**config.mk**
```make
export PLATFORM = sky130hd
export DESIGN_NAME = mrrh_framer
export DESIGN_NICKNAME = d
export VERILOG_FILES = /design/src/rtl/mrrh_pkg.sv /design/src/rtl/mrrh_framer.sv
export SDC_FILE = /design/constraint.sdc
export NUM_CORES = 1
export LEC_CHECK = 0
export BUFFER_PORTS_ARGS = -buffer_cell sky130_fd_sc_hd__buf_2
export CAP_MARGIN = 20
export CELL_PAD_IN_SITES_DETAIL_PLACEMENT = 0
export CELL_PAD_IN_SITES_GLOBAL_PLACEMENT = 1
export CORE_UTILIZATION = 40
export CTS_BUF_LIST = sky130_fd_sc_hd__clkbuf_2 sky130_fd_sc_hd__clkbuf_4 sky130_fd_sc_hd__clkbuf_8
export CTS_CLUSTER_SIZE = 40
export DETAILED_ROUTE_END_ITERATION = 8
export PLACE_DENSITY_LB_ADDON = 0.15
export SYNTH_ARGS = -nofsm -noshare
export SYNTH_HDL_FRONTEND = slang
export SYNTH_SLANG_ARGS = --single-unit
export TNS_END_PERCENT = 10
```
**constraint.sdc**
```tcl
create_clock -name clk_i -period 15.2 [get_ports clk_i]
set_input_delay 1.52 -clock clk_i [delete_from_list [all_inputs] [get_ports clk_i]]
set_output_delay 1.52 -clock clk_i [all_outputs]
set_load 0.02 [all_outputs]
```
**src/rtl/mrrh_pkg.sv**
```systemverilog
`timescale 1ns / 1ps

package mrrh_pkg;

  localparam int unsigned SIZE_W      = 21;
  localparam logic [SIZE_W-1:0] SIZE_RESET = 21'd8192;
  localparam logic [SIZE_W-1:0] STAMP_BYTES = 21'd8;
  localparam int unsigned NS_PER_US   = 1000;
  localparam int unsigned REM_W       = 10;
  localparam int unsigned BUCKET_W    = 10;

  // Result queue depth and the width of counters that must hold the depth itself.
  localparam int unsigned FIFO_DEPTH  = 4;
  localparam int unsigned PTR_W       = $clog2(FIFO_DEPTH);
  localparam int unsigned CNT_W       = $clog2(FIFO_DEPTH + 1);

  // Completed message as it leaves the framer.
  typedef struct packed {
    logic        recorded;
    logic [63:0] rtt;
  } token_t;

  // Completed message with its microsecond value.
  typedef struct packed {
    logic        recorded;
    logic [63:0] rtt;
    logic [31:0] us;
  } div_res_t;

  typedef struct packed {
    logic                rtt_recorded;
    logic [63:0]         rtt_ns;
    logic [31:0]         rtt_us;
    logic [BUCKET_W-1:0] bucket_index;
    logic [31:0]         bucket_count;
    logic [63:0]         rtt_count;
    logic [63:0]         sum_rtt_ns;
    logic [31:0]         peak_rtt_us;
    logic [63:0]         message_count;
  } result_t;

  // One byte of long division by 1000: the remainder stays below 1000, so each
  // bit is one shift, compare and subtract on an 11-bit value.
  function automatic logic [REM_W+7:0] div_byte(logic [REM_W-1:0] rem, logic [7:0] bits);
    logic [REM_W:0] r;
    logic [7:0]     q;
    r = {1'b0, rem};
    q = '0;
    for (int i = 7; i >= 0; i--) begin
      r = {r[REM_W-1:0], bits[i]};
      if (r >= (REM_W+1)'(NS_PER_US)) begin
        q[i] = 1'b1;
        r    = r - (REM_W+1)'(NS_PER_US);
      end
    end
    return {r[REM_W-1:0], q};
  endfunction

endpackage

```
**src/rtl/mrrh_framer.sv**
```systemverilog
`timescale 1ns / 1ps

module mrrh_framer (
  input  logic                        clk_i,
  input  logic                        rst_ni,
  input  logic                        cfg_we_i,
  input  logic [mrrh_pkg::SIZE_W-1:0] cfg_wdata_i,
  input  logic                        accept_i,
  input  logic [7:0]                  data_byte_i,
  input  logic [63:0]                 time_ns_i,
  output logic                        completes_o,
  output logic                        tok_valid_o,
  output mrrh_pkg::token_t            tok_o
);

  logic [mrrh_pkg::SIZE_W-1:0] size_q;
  logic [mrrh_pkg::SIZE_W-1:0] offset_q, offset_d;
  logic [63:0]                 stamp_q, stamp_d;
  logic [mrrh_pkg::SIZE_W-1:0] size_eff;
  logic [mrrh_pkg::SIZE_W:0]   offset_inc;
  logic                        stamp_ok;
  logic                        tok_valid_q;
  mrrh_pkg::token_t            tok_q, tok_d;

  assign size_eff    = (size_q < mrrh_pkg::STAMP_BYTES) ? mrrh_pkg::STAMP_BYTES : size_q;
  assign offset_inc  = {1'b0, offset_q} + 22'd1;
  assign completes_o = (offset_inc >= {1'b0, size_eff});

  // The first eight bytes of a message overwrite their lane of the stamp.
  always_comb begin
    for (int b = 0; b < 8; b++) begin
      stamp_d[8*b +: 8] = (offset_q == mrrh_pkg::SIZE_W'(b)) ? data_byte_i : stamp_q[8*b +: 8];
    end
  end

  assign offset_d = completes_o ? '0 : offset_inc[mrrh_pkg::SIZE_W-1:0];
  assign stamp_ok = (stamp_d != '0) && (time_ns_i > stamp_d);

  always_comb begin
    tok_d.recorded = stamp_ok;
    tok_d.rtt      = stamp_ok ? (time_ns_i - stamp_d) : '0;
  end

  always_ff @(posedge clk_i or negedge rst_ni) begin
    if (!rst_ni) begin
      size_q      <= mrrh_pkg::SIZE_RESET;
      offset_q    <= '0;
      stamp_q     <= '0;
      tok_valid_q <= 1'b0;
    end else begin
      if (cfg_we_i) begin
        size_q <= cfg_wdata_i;
      end
      if (accept_i) begin
        offset_q <= offset_d;
        stamp_q  <= stamp_d;
      end
      tok_valid_q <= accept_i & completes_o;
    end
  end

  always_ff @(posedge clk_i) begin
    if (accept_i && completes_o) begin
      tok_q <= tok_d;
    end
  end

  assign tok_valid_o = tok_valid_q;
  assign tok_o       = tok_q;

endmodule

```
==> flow_summary.toml, run 1 <==
[layout]
num_antenna_cells = 0
design_area_um2 = 13650
finalNetCount = 1685
syn_to_final_growth_pct = 11.82
finalNonFillerCells = 1901
fin_util_pct = 45.80
drive_gt1_share_pct = 15.02

[global_routing]
grt_max_degree = 100
grt_use_met1_pct = 30.10
grt_overflow = 0
antenna_found_initial = 0
met2_usage_pct = 37.81
use_met3_pct = 3.093
grt.busiest_layer = "met2"
grt_pass1_vias = 10010
grt_pass1_wl_um = 54490
grt_usage_pct = 22.59

[job]
maxCapViolations = 0

[synthesis]
synth-seq-cells = 172
synth-async-reset-ratio_pct = 62.21
synthTopCellsByCount = "nor2_1, a21oi_1, dfrtp_1"
synth-main-ff-cell = "dfrtp_1"
synth_cell_type_count = 76
netlist_instances = 1392
yosys_warnings = 0
synth_seq_area_share_pct = 37.95
synth.avg_cell_area_um2 = 8.766
synthMostInstantiatedCell = "nor2_1"
syn_area_um2 = 12200
synth_top_area_cell = "dfrtp_1"
synth_top_cell_area_share_pct = 21.74
synthesis.nets = 1579
synth-edff-count = 65
synthTopCellsByArea = "dfrtp_1, edfxtp_1, ha_1"

[route]
num_vias = 10450
initialDrtViolationCount = 757
wl_per_cell_um = 18.43
drt_wl_total_um = 35030
drc = 0
ant_nets = 0
avgViaCountPerCell = 5.499
firstDrtPassIters = 5

[timing]
rsz0062_at_grt = "no"
period_share_pct = 43.68
slew-limit-headroom_pct = 36.43
setup_violations = 0
slew_viol_final = 0
worst_slew_pin_slew_ns = 0.9535
skew_ns = 0.01916
hold_viol = 0
max_freq_ghz = 0.1506
finalSetupTns_ns = 0
period_minus_slack_ns = 6.640

[worst_setup_path]
crit_fanout = 16
worstPathArrival_ns = 5.12
worstSetupPathType = "flop to output port"
worstSetupEndpointType = "output port"
cp.required_ns = 13.68
startpoint_type = "flop"

[floorplanning]
rows = 63
core_area_um2 = 29800
die_h_um = 176.7
start_util_pct = 40.95
die_x_um = 176.7
die-area_um2 = 31210
io_pins = 164

[place]
place_inst = 1869
gp_congestion = 0.8913
postPlaceCellArea_um2 = 13210
place_hpwl_um = 26880
numPortBuffers = 163

[clocking]
cts_buffers = 17
cts_resized = 0
cts_tree = "done"
cts_hold_buffers = 0
htree_levels = 4
insertion_delay_ns = 0.48
cts_buffer_depth = 2
clockRootBuffer = "clkbuf_8"
clk_pin_slew_worst_paths_ns = 0.10
cts.sinks = 172
post-cts-setup-buffers = 0

[run_status]
outcome = "finished clean"

[pwr]
powerDensity_nw_per_um2 = 177.2
fin_total_pwr_w = 0.002419
ir_worst_vdd_mv = 0.05668
p_leak_nw = 5.989

[hold_path]
hp-class = "flop to flop"
-- kinds of logic after synthesis --
family          count (synthesis)  synth area share (%)
compound gates                375                 18.41
simple gates                  464                 17.95
fa+ha+maj                      90                 9.289
xor+xnor                       71                 5.096
flops                         172                 37.95
buf+inv                       141                 4.716
mux                            79                 6.593
-- flip-flops by register name (all words and copies together) (netlist names) --
signal / cells
size_q: 21
tok_o: 65
offset_q: 21
tok_valid_o: 1
stamp_q: 64
-- through the flow --
stage                     worst slack (ns)  hold WS [ns]
after floorplan                      9.716        0.4721
after global placement               9.043        0.4914
after detailed placement             9.024        0.4959
after CTS                            8.458        0.5189
after global routing                 8.003        0.5363
final                                8.560        0.5113
-- cell type report --
cell class / count / area, um2
clock inverters: 12 / 183.9
clock buffers: 20 / 256.5
multi-input cells: 1079 / 6999
flip-flops and latches: 172 / 4631
fillers: 3012 / 16150
repair buffers: 169 / 865.8
well taps: 390 / 488.0
inverters: 59 / 221.5
-- layout by cell type, fill, tap and decap left out, types with 4 or more instances in the layout --
cell type,n
nor2_1,188
buf_2,161
a21oi_1,160
dfrtp_1,106
nand2_1,93
o21ai_0,91
ha_1,89
mux2i_1,68
edfxtp_1,65
inv_1,59
xnor2_1,40
nand3_1,38
xor2_1,31
nand4_1,30
a21o_1,29
nor4_1,24
nor3_1,21
clkbuf_8,17
o21bai_1,16
mux2_2,11
o21a_1,11
and3_1,10
nor2b_1,10
nand2b_1,10
a211oi_1,10
and2_1,8
buf_4,8
o31ai_1,7
or4_1,6
or2_2,6
a31oi_1,6
a22o_1,6
o211ai_1,5
bufinv_16,4
-- worst max-delay path, cell delays in order (launching register included) --
cell and delay, ns:
dfrtp_1 0.46, ha_1 0.40, nand3_1 0.19, or3_1 0.40, nor3_1 0.35, nand3_1 0.27
nor2_1 0.28, nand3_1 0.20, xnor2_1 0.19, ha_1 0.33, a21o_1 0.16, a21o_1 0.17
a21oi_1 0.14, nor2b_1 0.06, o21ai_0 0.13, o311ai_0 0.15, a21oi_1 0.15, buf_4 0.23
inv_1 0.18, buf_2 0.20
-- path summary, 6_finish.rpt --
path	end	cells after the start	slack [ns]	start
min in group asynchronous	size_q[14]$_DFFE_PN0P_	1	1.09	rst_ni
worst max-delay path	completes_o	19	8.56	offset_q[0]$_DFFE_PN0P_
worst min register to register	size_q[0]$_DFFE_PN0P_	1	0.51	size_q[0]$_DFFE_PN0P_
worst max register to register	tok_o[34]$_SDFFCE_PN0P_	15	8.98	offset_q[11]$_DFFE_PN0P_
worst min-delay path	size_q[0]$_DFFE_PN0P_	1	0.51	size_q[0]$_DFFE_PN0P_
max in group asynchronous	stamp_q[46]$_DFFE_PN0P_	2	12.86	rst_ni
-- report_power, final --
group	internal, W	switching, W
registers	0.000610	0.0000761
clock network	0.000187	0.000186
logic	0.000506	0.000853
total	0.00130	0.00112
-- layer usage --
| metal | wire length [um] | part of all wire [%] | up-vias |
|---|---|---|---|
| met5 | 0 | 0 | - |
| met4 | 783 | 2.2 | 0 |
| met3 | 1237 | 3.5 | 40 |
| met2 | 17020 | 49 | 227 |
| met1 | 15990 | 46 | 4961 |
| li1 | - | - | 5225 |
Power figures use the tool's default switching activity.
==> inputs of run 2 (changes only) <==
--- a/config.mk
+++ b/config.mk
@@ -5,11 +5,12 @@
 export SDC_FILE = /design/constraint.sdc
 export NUM_CORES = 1
 export LEC_CHECK = 0
+export ABC_AREA = 1
 export BUFFER_PORTS_ARGS = -buffer_cell sky130_fd_sc_hd__buf_2
 export CAP_MARGIN = 20
 export CELL_PAD_IN_SITES_DETAIL_PLACEMENT = 0
 export CELL_PAD_IN_SITES_GLOBAL_PLACEMENT = 1
-export CORE_UTILIZATION = 40
+export CORE_UTILIZATION = 39
 export CTS_BUF_LIST = sky130_fd_sc_hd__clkbuf_2 sky130_fd_sc_hd__clkbuf_4 sky130_fd_sc_hd__clkbuf_8
 export CTS_CLUSTER_SIZE = 40
 export DETAILED_ROUTE_END_ITERATION = 8
==> constraint.sdc (replaced) <==
create_clock -name clk_i -period 5.4 [get_ports clk_i]
set_input_delay 0.54 -clock clk_i [delete_from_list [all_inputs] [get_ports clk_i]]
set_output_delay 0.54 -clock clk_i [all_outputs]
set_load 0.02 [all_outputs]
==> flow_summary.toml, run 2 <==
[clocking]
cts_resized = 0
cts_buffer_depth = 2
cts_tree = "done"
cts.sinks = 172
cts_hold_buffers = 0
htree_levels = 4
post-cts-setup-buffers = 0
cts_buffers = 17
insertion_delay_ns = 0.52
clk_pin_slew_worst_paths_ns = 0.11
clockRootBuffer = "clkbuf_8"

[worst_setup_path]
r2r_start = "offset_q[13]$_DFFE_PN0P_"
crit_fanout = 10
startpoint_type = "flop"
worstSetupEndpointType = "output port"
cp.required_ns = 4.86
r2r.worst_path.cells = 16
r2r_setup_slack_ns = 0.67
crit_end = "completes_o"
worstPathArrival_ns = 4.20
worstSetupPathType = "flop to output port"
rr_endpoint = "tok_o[33]$_SDFFCE_PN0P_"
setup.worst_path.start = "offset_q[2]$_DFFE_PN0P_"

[synthesis]
netlist_instances = 2059
synth-seq-cells = 172
synth_top_cell_area_share_pct = 19.15
synth-edff-count = 65
synth_top_area_cell = "dfrtp_1"
synthTopCellsByArea = "dfrtp_1, nand2_1, edfxtp_1"
synth_cell_type_count = 44
synthesis.nets = 2246
synthTopCellsByCount = "nand2_1, inv_1, nor2_1"
yosys_warnings = 0
synthMostInstantiatedCell = "nand2_1"
synth.avg_cell_area_um2 = 6.728
synth-async-reset-ratio_pct = 62.21
syn_area_um2 = 13850
synth_seq_area_share_pct = 33.43
synth-main-ff-cell = "dfrtp_1"

[layout]
finalNetCount = 2390
num_antenna_cells = 0
mostFrequentLayoutCells = "nand2_1, inv_1, nor2_1"
drive_gt1_share_pct = 11.24
final_common_cell = "nand2_1"
design_area_um2 = 15470
largest_reg_flops = 65
syn_to_final_growth_pct = 11.70

[timing]
setup_violations = 0
period_minus_slack_ns = 4.738
finalSetupTns_ns = 0
skew_ns = 0.02170
period_share_pct = 87.74
rsz0062_at_grt = "no"
hold_viol = 0
slew-limit-headroom_pct = 31.44
worst_slew_pin_slew_ns = 1.028
slew_viol_final = 0
max_freq_ghz = 0.2111

[floorplanning]
die-area_um2 = 36280
io_pins = 164
core_area_um2 = 34710
die_h_um = 190.5
rows = 68
start_util_pct = 39.91
die_x_um = 190.5

[job]
maxCapViolations = 0

[global_routing]
grt_usage_pct = 27.34
grt_pass1_wl_um = 73830
grt_overflow = 0
antenna_found_initial = 0
grt_pass1_vias = 12710
grt_max_degree = 118

[run_status]
outcome = "finished clean"

[place]
place_hpwl_um = 39830
gp_congestion = 0.9220
postPlaceCellArea_um2 = 15070
numPortBuffers = 163

[route]
drc = 0
ant_nets = 0
firstDrtPassIters = 5
wl_per_cell_um = 18.04
initialDrtViolationCount = 962
drt_wl_total_um = 48190
avgViaCountPerCell = 4.989
num_vias = 13330

[pwr]
p_leak_nw = 7.523
powerDensity_nw_per_um2 = 523.3
ir_worst_vdd_mv = 0.2331

[hold_path]
hp-class = "primary input to async pin"
[run 2: changes by cell type after synthesis, moves of 17 or more]
| cell | previous run | this run |
|---|---|---|
| nor4_1 | 24 | 4 |
| nand2_1 | 93 | 574 |
| clkbuf_1 | 58 | 23 |
| inv_1 | 59 | 346 |
| xnor2_1 | 40 | 12 |
| mux2i_1 | 68 | 0 |
| o21ai_0 | 91 | 154 |
| o21ai_1 | 0 | 17 |
| nand3_1 | 38 | 57 |
| a21o_1 | 29 | 3 |
| nor2_1 | 188 | 287 |
| a21oi_1 | 160 | 110 |
| nand4_1 | 30 | 47 |
[run 2: layout make-up]
cell class | count | area, um2
fillers | 3708 | 19240
repair buffers | 171 | 903.4
clock buffers | 20 | 269.0
multi-input cells | 1495 | 7669
flip-flops and latches | 172 | 4631
inverters | 346 | 1300
clock inverters | 12 | 132.6
well taps | 455 | 569.3
[run 2: through the flow]
step | utilization [%] | std cells | hold WS [ns] | total power, W | setup slack (ns)
6_report | 44.58 | 2671 | 0.1258 | 0.008097 | 0.6619
5_1_grt | 44.58 | 2671 | 0.1879 | 0.008871 | 0.1653
4_1_cts | 44.56 | 2671 | 0.1522 | 0.008085 | 0.4472
3_5_place_dp | 43.40 | 2639 | 0.4743 | 0.007070 | 0.7349
3_3_place_gp | 43.40 | 2639 | 0.4634 | 0.007035 | 0.6727
2_1_floorplan | - | 2059 | 0.2444 | 0.005558 | 0.5562
[run 2: where the power goes]
part	internal [W]	switching, W
Sequential	0.00175	0.000152
Combinational	0.00162	0.00357
Clock	0.000446	0.000553
[run 2: how the worst min path moves through the flow]
stage | from | to | slack (ns) | depth (start not counted)
2_1_floorplan | rst_ni | offset_q[0]$_DFFE_PN0P_ | 0.24 | 0
3_5_place_dp | stamp_q[56]$_DFFE_PN0P_ | stamp_q[56]$_DFFE_PN0P_ | 0.47 | 2
4_1_cts | rst_ni | stamp_q[4]$_DFFE_PN0P_ | 0.15 | 1
6_report | rst_ni | size_q[19]$_DFFE_PN0P_ | 0.13 | 1
3_3_place_gp | offset_q[19]$_DFFE_PN0P_ | offset_q[19]$_DFFE_PN0P_ | 0.46 | 2
5_1_grt | rst_ni | size_q[19]$_DFFE_PN0P_ | 0.19 | 1
[run 2: logic make-up (layout without fill, tap and decap cells)]
family	Yosys count	after routing	share of synthesized area [%]
and+or+nand+nor	1028	1028	31.24
buffers and inverters	392	549	11.35
AOI/OAI and AO/OA	323	323	12.35
DFF	172	172	33.43
adders and majority gates	90	90	8.183
xor gates and xnor gates	52	52	3.288
muxes	2	2	0.1626
[run 2: metal layers]
| metal | routed length (um) | up-vias | GRT usage, % |
|---|---|---|---|
| met5 | 0 | - | 0 |
| li1 | - | 6836 | - |
| met4 | 910 | 0 | 7.200 |
| met2 | 20460 | 351 | 41.64 |
| met1 | 24420 | 6090 | 39.92 |
| met3 | 2401 | 49 | 4.214 |
[run 2: worst max-delay path, stage by stage, from the launching register on]
cell and delay [ns]:
dfrtp_1 0.51, inv_1 0.12, nor3_2 0.27, nand3_1 0.16, nor2_1 0.20, nand2_1 0.15
nor2_1 0.28, nand2_1 0.08, nor2_1 0.18, a21oi_1 0.09, a21oi_1 0.22, ha_1 0.28
a21oi_1 0.14, o21ai_0 0.09, nand3_1 0.06, a21boi_0 0.10, a211oi_2 0.29, nand2_2 0.23
buf_2 0.23
