==> src/rtl/mrrh_pkg.sv <==
`timescale 1ns / 1ps

package mrrh_pkg;

  localparam int unsigned SIZE_W      = 21;
  localparam logic [SIZE_W-1:0] SIZE_RESET = 21'd8192;
  localparam logic [SIZE_W-1:0] STAMP_BYTES = 21'd8;
  localparam int unsigned NS_PER_US   = 1000;
  localparam int unsigned REM_W       = 10;
  localparam int unsigned BUCKET_W    = 10;

  // Result queue depth and the width of counters that must hold the depth itself.
  localparam int unsigned FIFO_DEPTH  = 4;
  localparam int unsigned PTR_W       = $clog2(FIFO_DEPTH);
  localparam int unsigned CNT_W       = $clog2(FIFO_DEPTH + 1);

  // Completed message as it leaves the framer.
  typedef struct packed {
    logic        recorded;
    logic [63:0] rtt;
  } token_t;

  // Completed message with its microsecond value.
  typedef struct packed {
    logic        recorded;
    logic [63:0] rtt;
    logic [31:0] us;
  } div_res_t;

  typedef struct packed {
    logic                rtt_recorded;
    logic [63:0]         rtt_ns;
    logic [31:0]         rtt_us;
    logic [BUCKET_W-1:0] bucket_index;
    logic [31:0]         bucket_count;
    logic [63:0]         rtt_count;
    logic [63:0]         sum_rtt_ns;
    logic [31:0]         peak_rtt_us;
    logic [63:0]         message_count;
  } result_t;

  // One byte of long division by 1000: the remainder stays below 1000, so each
  // bit is one shift, compare and subtract on an 11-bit value.
  function automatic logic [REM_W+7:0] div_byte(logic [REM_W-1:0] rem, logic [7:0] bits);
    logic [REM_W:0] r;
    logic [7:0]     q;
    r = {1'b0, rem};
    q = '0;
    for (int i = 7; i >= 0; i--) begin
      r = {r[REM_W-1:0], bits[i]};
      if (r >= (REM_W+1)'(NS_PER_US)) begin
        q[i] = 1'b1;
        r    = r - (REM_W+1)'(NS_PER_US);
      end
    end
    return {r[REM_W-1:0], q};
  endfunction

endpackage

==> src/rtl/mrrh_fifo.sv <==
`timescale 1ns / 1ps

module mrrh_fifo (
  input  logic              clk_i,
  input  logic              rst_ni,
  input  logic              push_i,
  input  mrrh_pkg::result_t push_data_i,
  input  logic              pop_i,
  output logic              valid_o,
  output mrrh_pkg::result_t head_o
);

  localparam logic [mrrh_pkg::PTR_W-1:0] PTR_LAST = mrrh_pkg::PTR_W'(mrrh_pkg::FIFO_DEPTH - 1);

  mrrh_pkg::result_t            entries [mrrh_pkg::FIFO_DEPTH];
  logic [mrrh_pkg::PTR_W-1:0]   wptr_q, rptr_q;
  logic [mrrh_pkg::CNT_W-1:0]   count_q;
  logic                         do_pop;

  assign valid_o = (count_q != '0);
  assign do_pop  = pop_i & valid_o;
  assign head_o  = entries[rptr_q];

  always_ff @(posedge clk_i) begin
    if (push_i) begin
      entries[wptr_q] <= push_data_i;
    end
  end

  always_ff @(posedge clk_i or negedge rst_ni) begin
    if (!rst_ni) begin
      wptr_q  <= '0;
      rptr_q  <= '0;
      count_q <= '0;
    end else begin
      if (push_i) begin
        wptr_q <= (wptr_q == PTR_LAST) ? '0 : wptr_q + mrrh_pkg::PTR_W'(1);
      end
      if (do_pop) begin
        rptr_q <= (rptr_q == PTR_LAST) ? '0 : rptr_q + mrrh_pkg::PTR_W'(1);
      end
      if (push_i && !do_pop) begin
        count_q <= count_q + mrrh_pkg::CNT_W'(1);
      end else if (!push_i && do_pop) begin
        count_q <= count_q - mrrh_pkg::CNT_W'(1);
      end
    end
  end

endmodule

==> config.mk <==
export PLATFORM = sky130hd
export DESIGN_NAME = mrrh_fifo
export DESIGN_NICKNAME = d
export VERILOG_FILES = /design/src/rtl/mrrh_pkg.sv /design/src/rtl/mrrh_fifo.sv
export SDC_FILE = /design/constraint.sdc
export NUM_CORES = 1
export LEC_CHECK = 0
export BUFFER_PORTS_ARGS = -buffer_cell sky130_fd_sc_hd__buf_4
export CAP_MARGIN = 20
export CORE_MARGIN = 8
export CORE_UTILIZATION = 51
export DETAILED_ROUTE_END_ITERATION = 16
export MAX_ROUTING_LAYER = met4
export PLACE_DENSITY = 0.75
export SYNTH_ARGS = -nofsm -noshare
export SYNTH_HDL_FRONTEND = slang
export SYNTH_SLANG_ARGS = --single-unit
==> constraint.sdc <==
create_clock -name clk_i -period 10.27 [get_ports clk_i]
set_input_delay 0.5135 -clock clk_i [delete_from_list [all_inputs] [get_ports clk_i]]
set_output_delay 0.5135 -clock clk_i [all_outputs]
set_load 0.005 [all_outputs]
==> results of run 1 <==
-- flip-flops by register name (all words and copies together), names as in the netlist --
signal and count:
rptr_q 2, count_q 3, wptr_q 2, entries 1452
-- cell usage in the layout (no fill, tap or decap) --
cell type / n
sky130_fd_sc_hd__and2_4: 4
sky130_fd_sc_hd__buf_12: 8
sky130_fd_sc_hd__buf_16: 1
sky130_fd_sc_hd__buf_4: 745
sky130_fd_sc_hd__bufinv_16: 9
sky130_fd_sc_hd__clkbuf_1: 31
sky130_fd_sc_hd__clkbuf_16: 148
sky130_fd_sc_hd__clkinv_1: 34
sky130_fd_sc_hd__clkinv_16: 2
sky130_fd_sc_hd__clkinv_2: 24
sky130_fd_sc_hd__clkinv_4: 1
sky130_fd_sc_hd__clkinv_8: 1
sky130_fd_sc_hd__clkinvlp_4: 2
sky130_fd_sc_hd__dfrtp_1: 5
sky130_fd_sc_hd__dfrtp_4: 2
sky130_fd_sc_hd__diode_2: 35
sky130_fd_sc_hd__dlygate4sd3_1: 365
sky130_fd_sc_hd__edfxtp_1: 1452
sky130_fd_sc_hd__fa_1: 1
sky130_fd_sc_hd__ha_1: 6
sky130_fd_sc_hd__inv_1: 3
sky130_fd_sc_hd__inv_16: 2
sky130_fd_sc_hd__inv_6: 4
sky130_fd_sc_hd__mux2_2: 3
sky130_fd_sc_hd__mux4_2: 363
sky130_fd_sc_hd__nand2_1: 3
sky130_fd_sc_hd__nor2_1: 3
sky130_fd_sc_hd__o21ai_0: 2
sky130_fd_sc_hd__or3_1: 1
sky130_fd_sc_hd__xnor2_1: 1
sky130_fd_sc_hd__xor2_1: 2
-- logic make-up after synthesis --
| kind of cell | after synthesis |
|---|---|
| AOI/OAI and AO/OA | 2 |
| xor gates and xnor gates | 3 |
| adders and majority gates | 7 |
| buffers and inverters | 85 |
| DFF | 1459 |
| muxes | 366 |
| and+or+nand+nor | 11 |
-- cell type report --
cell class	count	area (um2)	area share [%]
clock inverter	79	693	1.02
inverter	3	11.3	0.0166
sequential	1459	43800	64.4
timing repair buffer	1119	9430	13.9
multi-input combinational	389	8400	12.4
clock buffer	179	3820	5.62
tap	1380	1730	2.54
antenna	35	87.6	0.129
-- final timing paths --
check | to | slack (ns) | depth (start not counted)
setup / recovery | head_o[249] | 5.53 | 4
hold / removal | wptr_q[1]$_DFFE_PN0P_ | 0.21 | 2
setup reg to reg | entries[2][228]$_DFFE_PP_ | 6.75 | 6
hold reg to reg | count_q[2]$_DFFE_PN0P_ | 0.48 | 1
max in group asynchronous | rptr_q[0]$_DFFE_PN0P_ | 9.91 | 2
min in group clk_i | rptr_q[1]$_DFFE_PN0P_ | 0.25 | 3
-- metal layers --
metal	vias to the layer above	routed length, um
met3	235	9700
met2	1120	66500
met1	13500	43800
met4	0	4410
li1	10800	-
met5	-	0
-- report_power, final --
part           switching (mW)  internal, mW  total (mW)
Clock                    2.19          2.88        5.06
Combinational            2.59          2.79        5.39
Sequential              0.328          7.64        7.97
-- repair_timing --
item / in CTS / in global routing
hold buffers: 365 / 0
endpoints found under the setup margin: 0 / 0
endpoints found under the hold margin: 1461 / 0
-- through the flow --
step,std cells,instance area (um2)
after floorplan,1933,53100
after global placement,3984,59700
after detailed placement,3984,59700
after CTS,4607,67800
after global routing,4633,67900
final,4643,68000
==> flow_results.xml, run 1 <==
<?xml version="1.0" encoding="UTF-8"?>
<metrics>
  <group name="run_status">
    <metric name="status" unit="">finished, violations left</metric>
    <metric name="failed_checks" unit="">max-slew violations</metric>
  </group>
  <group name="critical_path">
    <metric name="cp_top_family" unit="">buffers and inverters</metric>
    <metric name="crit_path_start" unit="">rptr_q[0]$_DFFE_PN0P_</metric>
    <metric name="critical_path.cell_chain" unit="">buf_4 -&gt; buf_4 -&gt; mux4_2 -&gt; buf_4</metric>
    <metric name="critical_path_fanouts_max" unit="">48</metric>
    <metric name="r2r-start" unit="">wptr_q[0]$_DFFE_PN0P_</metric>
    <metric name="critical-path-slowest-cell" unit="">sky130_fd_sc_hd__dfrtp_4</metric>
    <metric name="timing.critical_path.to_type" unit="">primary output</metric>
    <metric name="critical_path_required" unit="ns">9.76</metric>
    <metric name="critPathBufInv" unit="">3</metric>
    <metric name="path_class" unit="">reg2out</metric>
    <metric name="critical-path-max-stage-delay" unit="ns">0.88</metric>
    <metric name="critPathMostFrequentCell" unit="">sky130_fd_sc_hd__buf_4</metric>
    <metric name="worstSetupStartpointType" unit="">flop</metric>
    <metric name="timing.critical_path.arrival" unit="ns">4.22</metric>
  </group>
  <group name="route">
    <metric name="dr_vias" unit="">25700</metric>
    <metric name="avgViaCountPerCell" unit="">5.53</metric>
    <metric name="drt_pass1_iterations" unit="">5</metric>
    <metric name="drc" unit="">0</metric>
    <metric name="routed_wire_length_per_instance" unit="um">26.8</metric>
    <metric name="drtAntennaViolNets" unit="">0</metric>
    <metric name="totalWireLength" unit="um">124000</metric>
    <metric name="starting_drt_drc_count" unit="">2199</metric>
  </group>
  <group name="logic_synthesis">
    <metric name="leading_area_contributor_after_synthesis" unit="">sky130_fd_sc_hd__edfxtp_1</metric>
    <metric name="synth-xor-area-share" unit="%">0.0495</metric>
    <metric name="synthAdderAreaFrac" unit="%">0.179</metric>
    <metric name="synth_common_cells" unit="">sky130_fd_sc_hd__edfxtp_1 (1452), sky130_fd_sc_hd__mux4_2 (363), sky130_fd_sc_hd__buf_2 (39)</metric>
    <metric name="yosys_warnings" unit="">0</metric>
    <metric name="yosys.area_share.simple" unit="%">0.101</metric>
    <metric name="postSynth.topFlopCell" unit="">sky130_fd_sc_hd__edfxtp_1</metric>
    <metric name="yosys.cell_count.top_type" unit="">sky130_fd_sc_hd__edfxtp_1</metric>
    <metric name="synthTopCellsByArea" unit="">sky130_fd_sc_hd__edfxtp_1 (82%), sky130_fd_sc_hd__mux4_2 (15%), sky130_fd_sc_hd__buf_12 (1.2%), sky130_fd_sc_hd__buf_2 (0.37%), sky130_fd_sc_hd__dfrtp_1 (0.33%)</metric>
    <metric name="synth-seq-cells" unit="">1459</metric>
    <metric name="sequential_share_of_the_synthesized_area" unit="%">82.4</metric>
    <metric name="synth_edf_count" unit="">1452</metric>
    <metric name="synth_top_family_by_area" unit="">multiplexers</metric>
    <metric name="synthDistinctLibCells" unit="">19</metric>
    <metric name="synth_fp_nets" unit="">2307</metric>
    <metric name="post_synth_instance_area" unit="um2">53100</metric>
    <metric name="synthArstFlopShare" unit="%">0.480</metric>
    <metric name="synth_compound_gate_area_share" unit="%">0.0188</metric>
    <metric name="synth_mux_area_share" unit="%">15.5</metric>
    <metric name="cell_count_after_synthesis" unit="">1933</metric>
    <metric name="yosys.area.top_type_share" unit="%">82.1</metric>
    <metric name="synthesis.area_per_instance" unit="um2">27.5</metric>
  </group>
  <group name="clock_tree">
    <metric name="cts.sinks" unit="">1459</metric>
    <metric name="post_cts.resized_instances" unit="">0</metric>
    <metric name="worst_setup_hold_path_clk_slew" unit="ns">0.06</metric>
    <metric name="clock_latency" unit="ns">0.74</metric>
    <metric name="max_h_tree_level" unit="">4</metric>
    <metric name="clock_tree_from_tritoncts" unit="">done</metric>
    <metric name="cts_inserted_buffers" unit="">144</metric>
    <metric name="worst_case_clock_buffer_depth" unit="">3</metric>
    <metric name="post-cts-setup-buffer-count" unit="">0</metric>
    <metric name="cts_root_buffer" unit="">sky130_fd_sc_hd__clkbuf_16</metric>
  </group>
  <group name="power_and_ir_drop">
    <metric name="total_power" unit="mW">18.4</metric>
    <metric name="power_leakage" unit="nW">23.2</metric>
    <metric name="power-per-cell-area" unit="nW/um2">271</metric>
    <metric name="irDropWorstVdd" unit="mV">0.239</metric>
  </group>
  <group name="sta">
    <metric name="clock.fmax" unit="MHz">211</metric>
    <metric name="slew_viol_final" unit="">18</metric>
    <metric name="setup_tns" unit="ns">0</metric>
    <metric name="setup-violations-final" unit="">0</metric>
    <metric name="final.setup.worst_slack" unit="ns">5.53</metric>
    <metric name="hold_ws" unit="ns">0.208</metric>
    <metric name="max_slew_margin" unit="%">-0.841</metric>
    <metric name="actual_transition_at_the_worst_max_transition_pin" unit="ns">1.51</metric>
    <metric name="rsz_0062_raised_after_global_routing" unit="">false</metric>
    <metric name="timing_hold_violations_final" unit="">0</metric>
    <metric name="timing.final.crit_period" unit="ns">4.74</metric>
    <metric name="skew" unit="ns">0.0235</metric>
    <metric name="finalCritPeriodShare" unit="%">46.1</metric>
  </group>
  <group name="floorplan">
    <metric name="total_core_area" unit="um2">103000</metric>
    <metric name="i_o_pins" unit="">731</metric>
    <metric name="floorplan.die_area" unit="um2">115000</metric>
    <metric name="die-width" unit="um">339</metric>
    <metric name="rows" unit="">118</metric>
    <metric name="start_util" unit="%">51.3</metric>
    <metric name="floorplan.die.height" unit="um">339</metric>
  </group>
  <group name="global_route">
    <metric name="grt_util_met3" unit="%">5.91</metric>
    <metric name="met1_usage" unit="%">24.5</metric>
    <metric name="top_usage_layer" unit="">met2</metric>
    <metric name="grt_pass1_wl" unit="um">181000</metric>
    <metric name="largest_net_degree_at_the_start_of_global_routing" unit="">166</metric>
    <metric name="grt.overflow.total" unit="">0</metric>
    <metric name="grt_pass1_vias" unit="">28000</metric>
    <metric name="global_route.usage.met2" unit="%">37.4</metric>
    <metric name="grt_usage" unit="%">21.7</metric>
    <metric name="antenna_found_initial" unit="">24</metric>
  </group>
  <group name="flow_run">
    <metric name="timing.max_cap.violations" unit="">0</metric>
  </group>
  <group name="place">
    <metric name="io_buffer_count" unit="">730</metric>
    <metric name="finalWeightedCongestion" unit="">0.779</metric>
    <metric name="place_worst_setup_slack" unit="ns">6.16</metric>
    <metric name="hpwl" unit="um">70900</metric>
  </group>
  <group name="finish">
    <metric name="final_core_util" unit="%">65.7</metric>
    <metric name="fillCellCount" unit="">6199</metric>
    <metric name="layout-drive-gt1-share" unit="%">40.9</metric>
    <metric name="finalNetCount" unit="">3490</metric>
    <metric name="area.growth.synth_to_final" unit="%">27.9</metric>
  </group>
  <group name="hold_path">
    <metric name="min_path_type" unit="">in2async</metric>
  </group>
</metrics>
Power figures use the tool's default switching activity.
==> inputs of run 2 (changes only) <==
--- a/config.mk
+++ b/config.mk
@@ -8,10 +8,10 @@
 export BUFFER_PORTS_ARGS = -buffer_cell sky130_fd_sc_hd__buf_4
 export CAP_MARGIN = 20
 export CORE_MARGIN = 8
-export CORE_UTILIZATION = 51
+export CORE_UTILIZATION = 57
 export DETAILED_ROUTE_END_ITERATION = 16
 export MAX_ROUTING_LAYER = met4
-export PLACE_DENSITY = 0.75
+export PLACE_DENSITY = 0.79
 export SYNTH_ARGS = -nofsm -noshare
 export SYNTH_HDL_FRONTEND = slang
 export SYNTH_SLANG_ARGS = --single-unit
==> constraint.sdc (replaced) <==
create_clock -name clk_i -period 4.55 [get_ports clk_i]
set_input_delay 0.2275 -clock clk_i [delete_from_list [all_inputs] [get_ports clk_i]]
set_output_delay 0.2275 -clock clk_i [all_outputs]
set_load 0.005 [all_outputs]
==> flow_results.xml, run 2 (synthesis gave the netlist of run 1 again) <==
<?xml version="1.0" encoding="UTF-8"?>
<metrics>
  <group name="hold_path">
    <metric name="hold_end" unit="">entries[3][298]$_DFFE_PP_</metric>
    <metric name="holdPathStages" unit="">2</metric>
    <metric name="min_path_type" unit="">in2reg</metric>
    <metric name="hold_startpoint" unit="">push_data_i[298]</metric>
  </group>
  <group name="critical_path">
    <metric name="timing.critical_path.to_type" unit="">primary output</metric>
    <metric name="worst_setup_slack_for_register_to_register_paths" unit="ns">2.01</metric>
    <metric name="worstSetupStartpointType" unit="">flop</metric>
    <metric name="critical_path_required" unit="ns">4.32</metric>
    <metric name="critical-path-slowest-cell" unit="">sky130_fd_sc_hd__dfrtp_4</metric>
    <metric name="critical_path_fanouts_max" unit="">60</metric>
    <metric name="path_class" unit="">reg2out</metric>
    <metric name="worstSetupPathDepth" unit="">3</metric>
    <metric name="r2r-start" unit="">wptr_q[0]$_DFFE_PN0P_</metric>
    <metric name="timing.critical_path.arrival" unit="ns">3.07</metric>
    <metric name="worstReg2RegEnd" unit="">entries[2][42]$_DFFE_PP_</metric>
    <metric name="cp_top_family" unit="">flip-flops</metric>
    <metric name="critical-path-max-stage-delay" unit="ns">0.96</metric>
    <metric name="reg2regPathDepth" unit="">4</metric>
    <metric name="critPathBufInv" unit="">2</metric>
    <metric name="critical_path.cell_chain" unit="">buf_12 -&gt; mux4_2 -&gt; buf_4</metric>
  </group>
  <group name="floorplan">
    <metric name="die-width" unit="um">321</metric>
    <metric name="total_core_area" unit="um2">92900</metric>
    <metric name="floorplan.die.height" unit="um">321</metric>
    <metric name="i_o_pins" unit="">731</metric>
    <metric name="floorplan.die_area" unit="um2">103000</metric>
    <metric name="rows" unit="">112</metric>
    <metric name="start_util" unit="%">57.2</metric>
  </group>
  <group name="power_and_ir_drop">
    <metric name="swShare" unit="%">29.0</metric>
    <metric name="irDropWorstVdd" unit="mV">0.578</metric>
    <metric name="power_report.internal_total" unit="mW">29.8</metric>
    <metric name="total_power" unit="mW">41.9</metric>
    <metric name="clockPowerShare" unit="%">26.4</metric>
    <metric name="power-per-cell-area" unit="nW/um2">616</metric>
    <metric name="power.sequential.fraction" unit="%">43.1</metric>
    <metric name="netSwitchingPower" unit="mW">12.1</metric>
    <metric name="p_comb_share" unit="%">30.5</metric>
    <metric name="power_leakage" unit="nW">23.3</metric>
  </group>
  <group name="flow_run">
    <metric name="timing.max_cap.violations" unit="">0</metric>
  </group>
  <group name="clock_tree">
    <metric name="worst_case_clock_buffer_depth" unit="">3</metric>
    <metric name="post-cts-setup-buffer-count" unit="">0</metric>
    <metric name="cts.sinks" unit="">1459</metric>
    <metric name="cts_inserted_buffers" unit="">141</metric>
    <metric name="cts_root_buffer" unit="">sky130_fd_sc_hd__clkbuf_16</metric>
    <metric name="clock_latency" unit="ns">0.77</metric>
    <metric name="post_cts.resized_instances" unit="">0</metric>
    <metric name="worst_setup_hold_path_clk_slew" unit="ns">0.07</metric>
    <metric name="clock_tree_from_tritoncts" unit="">done</metric>
    <metric name="max_h_tree_level" unit="">4</metric>
    <metric name="cts_hold_buf" unit="">367</metric>
  </group>
  <group name="place">
    <metric name="hpwl" unit="um">75900</metric>
    <metric name="io_buffer_count" unit="">730</metric>
    <metric name="finalWeightedCongestion" unit="">0.794</metric>
    <metric name="dpl-instance-area" unit="um2">59900</metric>
  </group>
  <group name="global_route">
    <metric name="met1_usage" unit="%">30.1</metric>
    <metric name="top_usage_layer" unit="">met2</metric>
    <metric name="antenna_found_initial" unit="">26</metric>
    <metric name="grt_pass1_vias" unit="">29200</metric>
    <metric name="grt_usage" unit="%">27.5</metric>
    <metric name="largest_net_degree_at_the_start_of_global_routing" unit="">97</metric>
    <metric name="grt_util_met3" unit="%">7.36</metric>
    <metric name="grt_pass1_wl" unit="um">199000</metric>
    <metric name="global_route.usage.met2" unit="%">46.9</metric>
    <metric name="grt.overflow.total" unit="">0</metric>
  </group>
  <group name="sta">
    <metric name="max_slew_margin" unit="%">28.8</metric>
    <metric name="slew_viol_final" unit="">0</metric>
    <metric name="hold_ws" unit="ns">0.205</metric>
    <metric name="setup_tns" unit="ns">0</metric>
    <metric name="actual_transition_at_the_worst_max_transition_pin" unit="ns">1.07</metric>
    <metric name="setup-violations-final" unit="">0</metric>
    <metric name="timing.final.crit_period" unit="ns">3.30</metric>
    <metric name="timing_hold_violations_final" unit="">0</metric>
    <metric name="clock.fmax" unit="MHz">303</metric>
    <metric name="rsz_0062_raised_after_global_routing" unit="">false</metric>
    <metric name="skew" unit="ns">0.0417</metric>
    <metric name="finalCritPeriodShare" unit="%">72.5</metric>
  </group>
  <group name="finish">
    <metric name="flip_flop_count_of_the_largest_register_after_layout" unit="">1452</metric>
    <metric name="registers.top_by_ff_count" unit="">entries</metric>
    <metric name="area.growth.synth_to_final" unit="%">28.0</metric>
    <metric name="finalNetCount" unit="">3530</metric>
    <metric name="layout-drive-gt1-share" unit="%">41.3</metric>
    <metric name="final_common_cell" unit="">sky130_fd_sc_hd__edfxtp_1</metric>
    <metric name="layout_top_registers" unit="">entries: 1452 flops, count_q: 3 flops</metric>
    <metric name="layout_common_cells" unit="">sky130_fd_sc_hd__edfxtp_1 (1452), sky130_fd_sc_hd__buf_4 (777), sky130_fd_sc_hd__dlygate4sd3_1 (367)</metric>
    <metric name="finish.instance_area" unit="um2">68000</metric>
  </group>
  <group name="route">
    <metric name="dr_vias" unit="">27000</metric>
    <metric name="drtAntennaViolNets" unit="">0</metric>
    <metric name="drc" unit="">0</metric>
    <metric name="routed_wire_length_per_instance" unit="um">31.0</metric>
    <metric name="starting_drt_drc_count" unit="">2942</metric>
    <metric name="totalWireLength" unit="um">141000</metric>
    <metric name="avgViaCountPerCell" unit="">5.94</metric>
    <metric name="drt_pass1_iterations" unit="">5</metric>
  </group>
  <group name="run_status">
    <metric name="status" unit="">finished clean</metric>
  </group>
</metrics>
-- run 2: cell types whose count changed in the layout (fill, tap and decap cells not counted), sizes merged --
cell	delta
buf	+41
bufinv	-6
clkbuf	+6
clkinv	-12
clkinvlp	-1
diode	+3
dlygate4sd3	+2
inv	+1
-- run 2: per-stage QoR --
step | std cells | worst slack [ns] | utilization [%]
3_3_place_gp | 3899 | 1.96 | 64.5
5_1_grt | 4538 | 1.04 | 73.2
2_1_floorplan | 1933 | 0.959 | -
6_report | 4551 | 1.25 | 73.2
4_1_cts | 4512 | 1.13 | 73.1
3_5_place_dp | 3899 | 1.93 | 64.5
-- run 2: worst reg2reg max path: cells and delay by family, from the launching register on --
kind	cells	cell delay, ns
buffers and inverters	2	0.76
adders and majority gates	1	0.15
DFF	1	0.42
and+or+nand+nor	1	0.83
-- run 2: cell type report --
cell class	instances	area, um2
Sequential cell	1459	43800
Clock inverter	61	469
Clock buffer	185	3790
Fill cell	4713	24900
Multi-Input combinational cell	389	8400
Tap cell	1254	1570
Inverter	3	11.3
Timing Repair Buffer	1162	9870
Antenna cell	38	95.1
-- run 2: layer usage --
| layer | share of wire, % | up-vias |
|---|---|---|
| met4 | 4.8 | 0 |
| met5 | 0 | - |
| li1 | - | 10900 |
| met3 | 8.8 | 357 |
| met1 | 33 | 14100 |
| met2 | 53 | 1661 |
-- run 2: worst max path at each step --
stage,start,end,slack (ns)
2_1_floorplan,wptr_q[0]$_DFFE_PN0P_,entries[2][0]$_DFFE_PP_,0.96
3_3_place_gp,rptr_q[0]$_DFFE_PN0P_,head_o[217],1.96
3_5_place_dp,wptr_q[0]$_DFFE_PN0P_,entries[0][41]$_DFFE_PP_,1.93
4_1_cts,rptr_q[0]$_DFFE_PN0P_,head_o[217],1.13
5_1_grt,rptr_q[0]$_DFFE_PN0P_,head_o[160],1.04
6_report,rptr_q[0]$_DFFE_PN0P_,head_o[253],1.25
-- run 2: power groups by stage --
stage               clock [mW]  combinational (mW)  sequential, mW
detailed placement           0                12.2            18.2
finish                    11.1                12.8            18.1
floorplan                    0                6.97            17.9
global route              11.7                13.3            18.2
CTS                       11.0                12.6            18.0
global placement             0                12.1            18.0
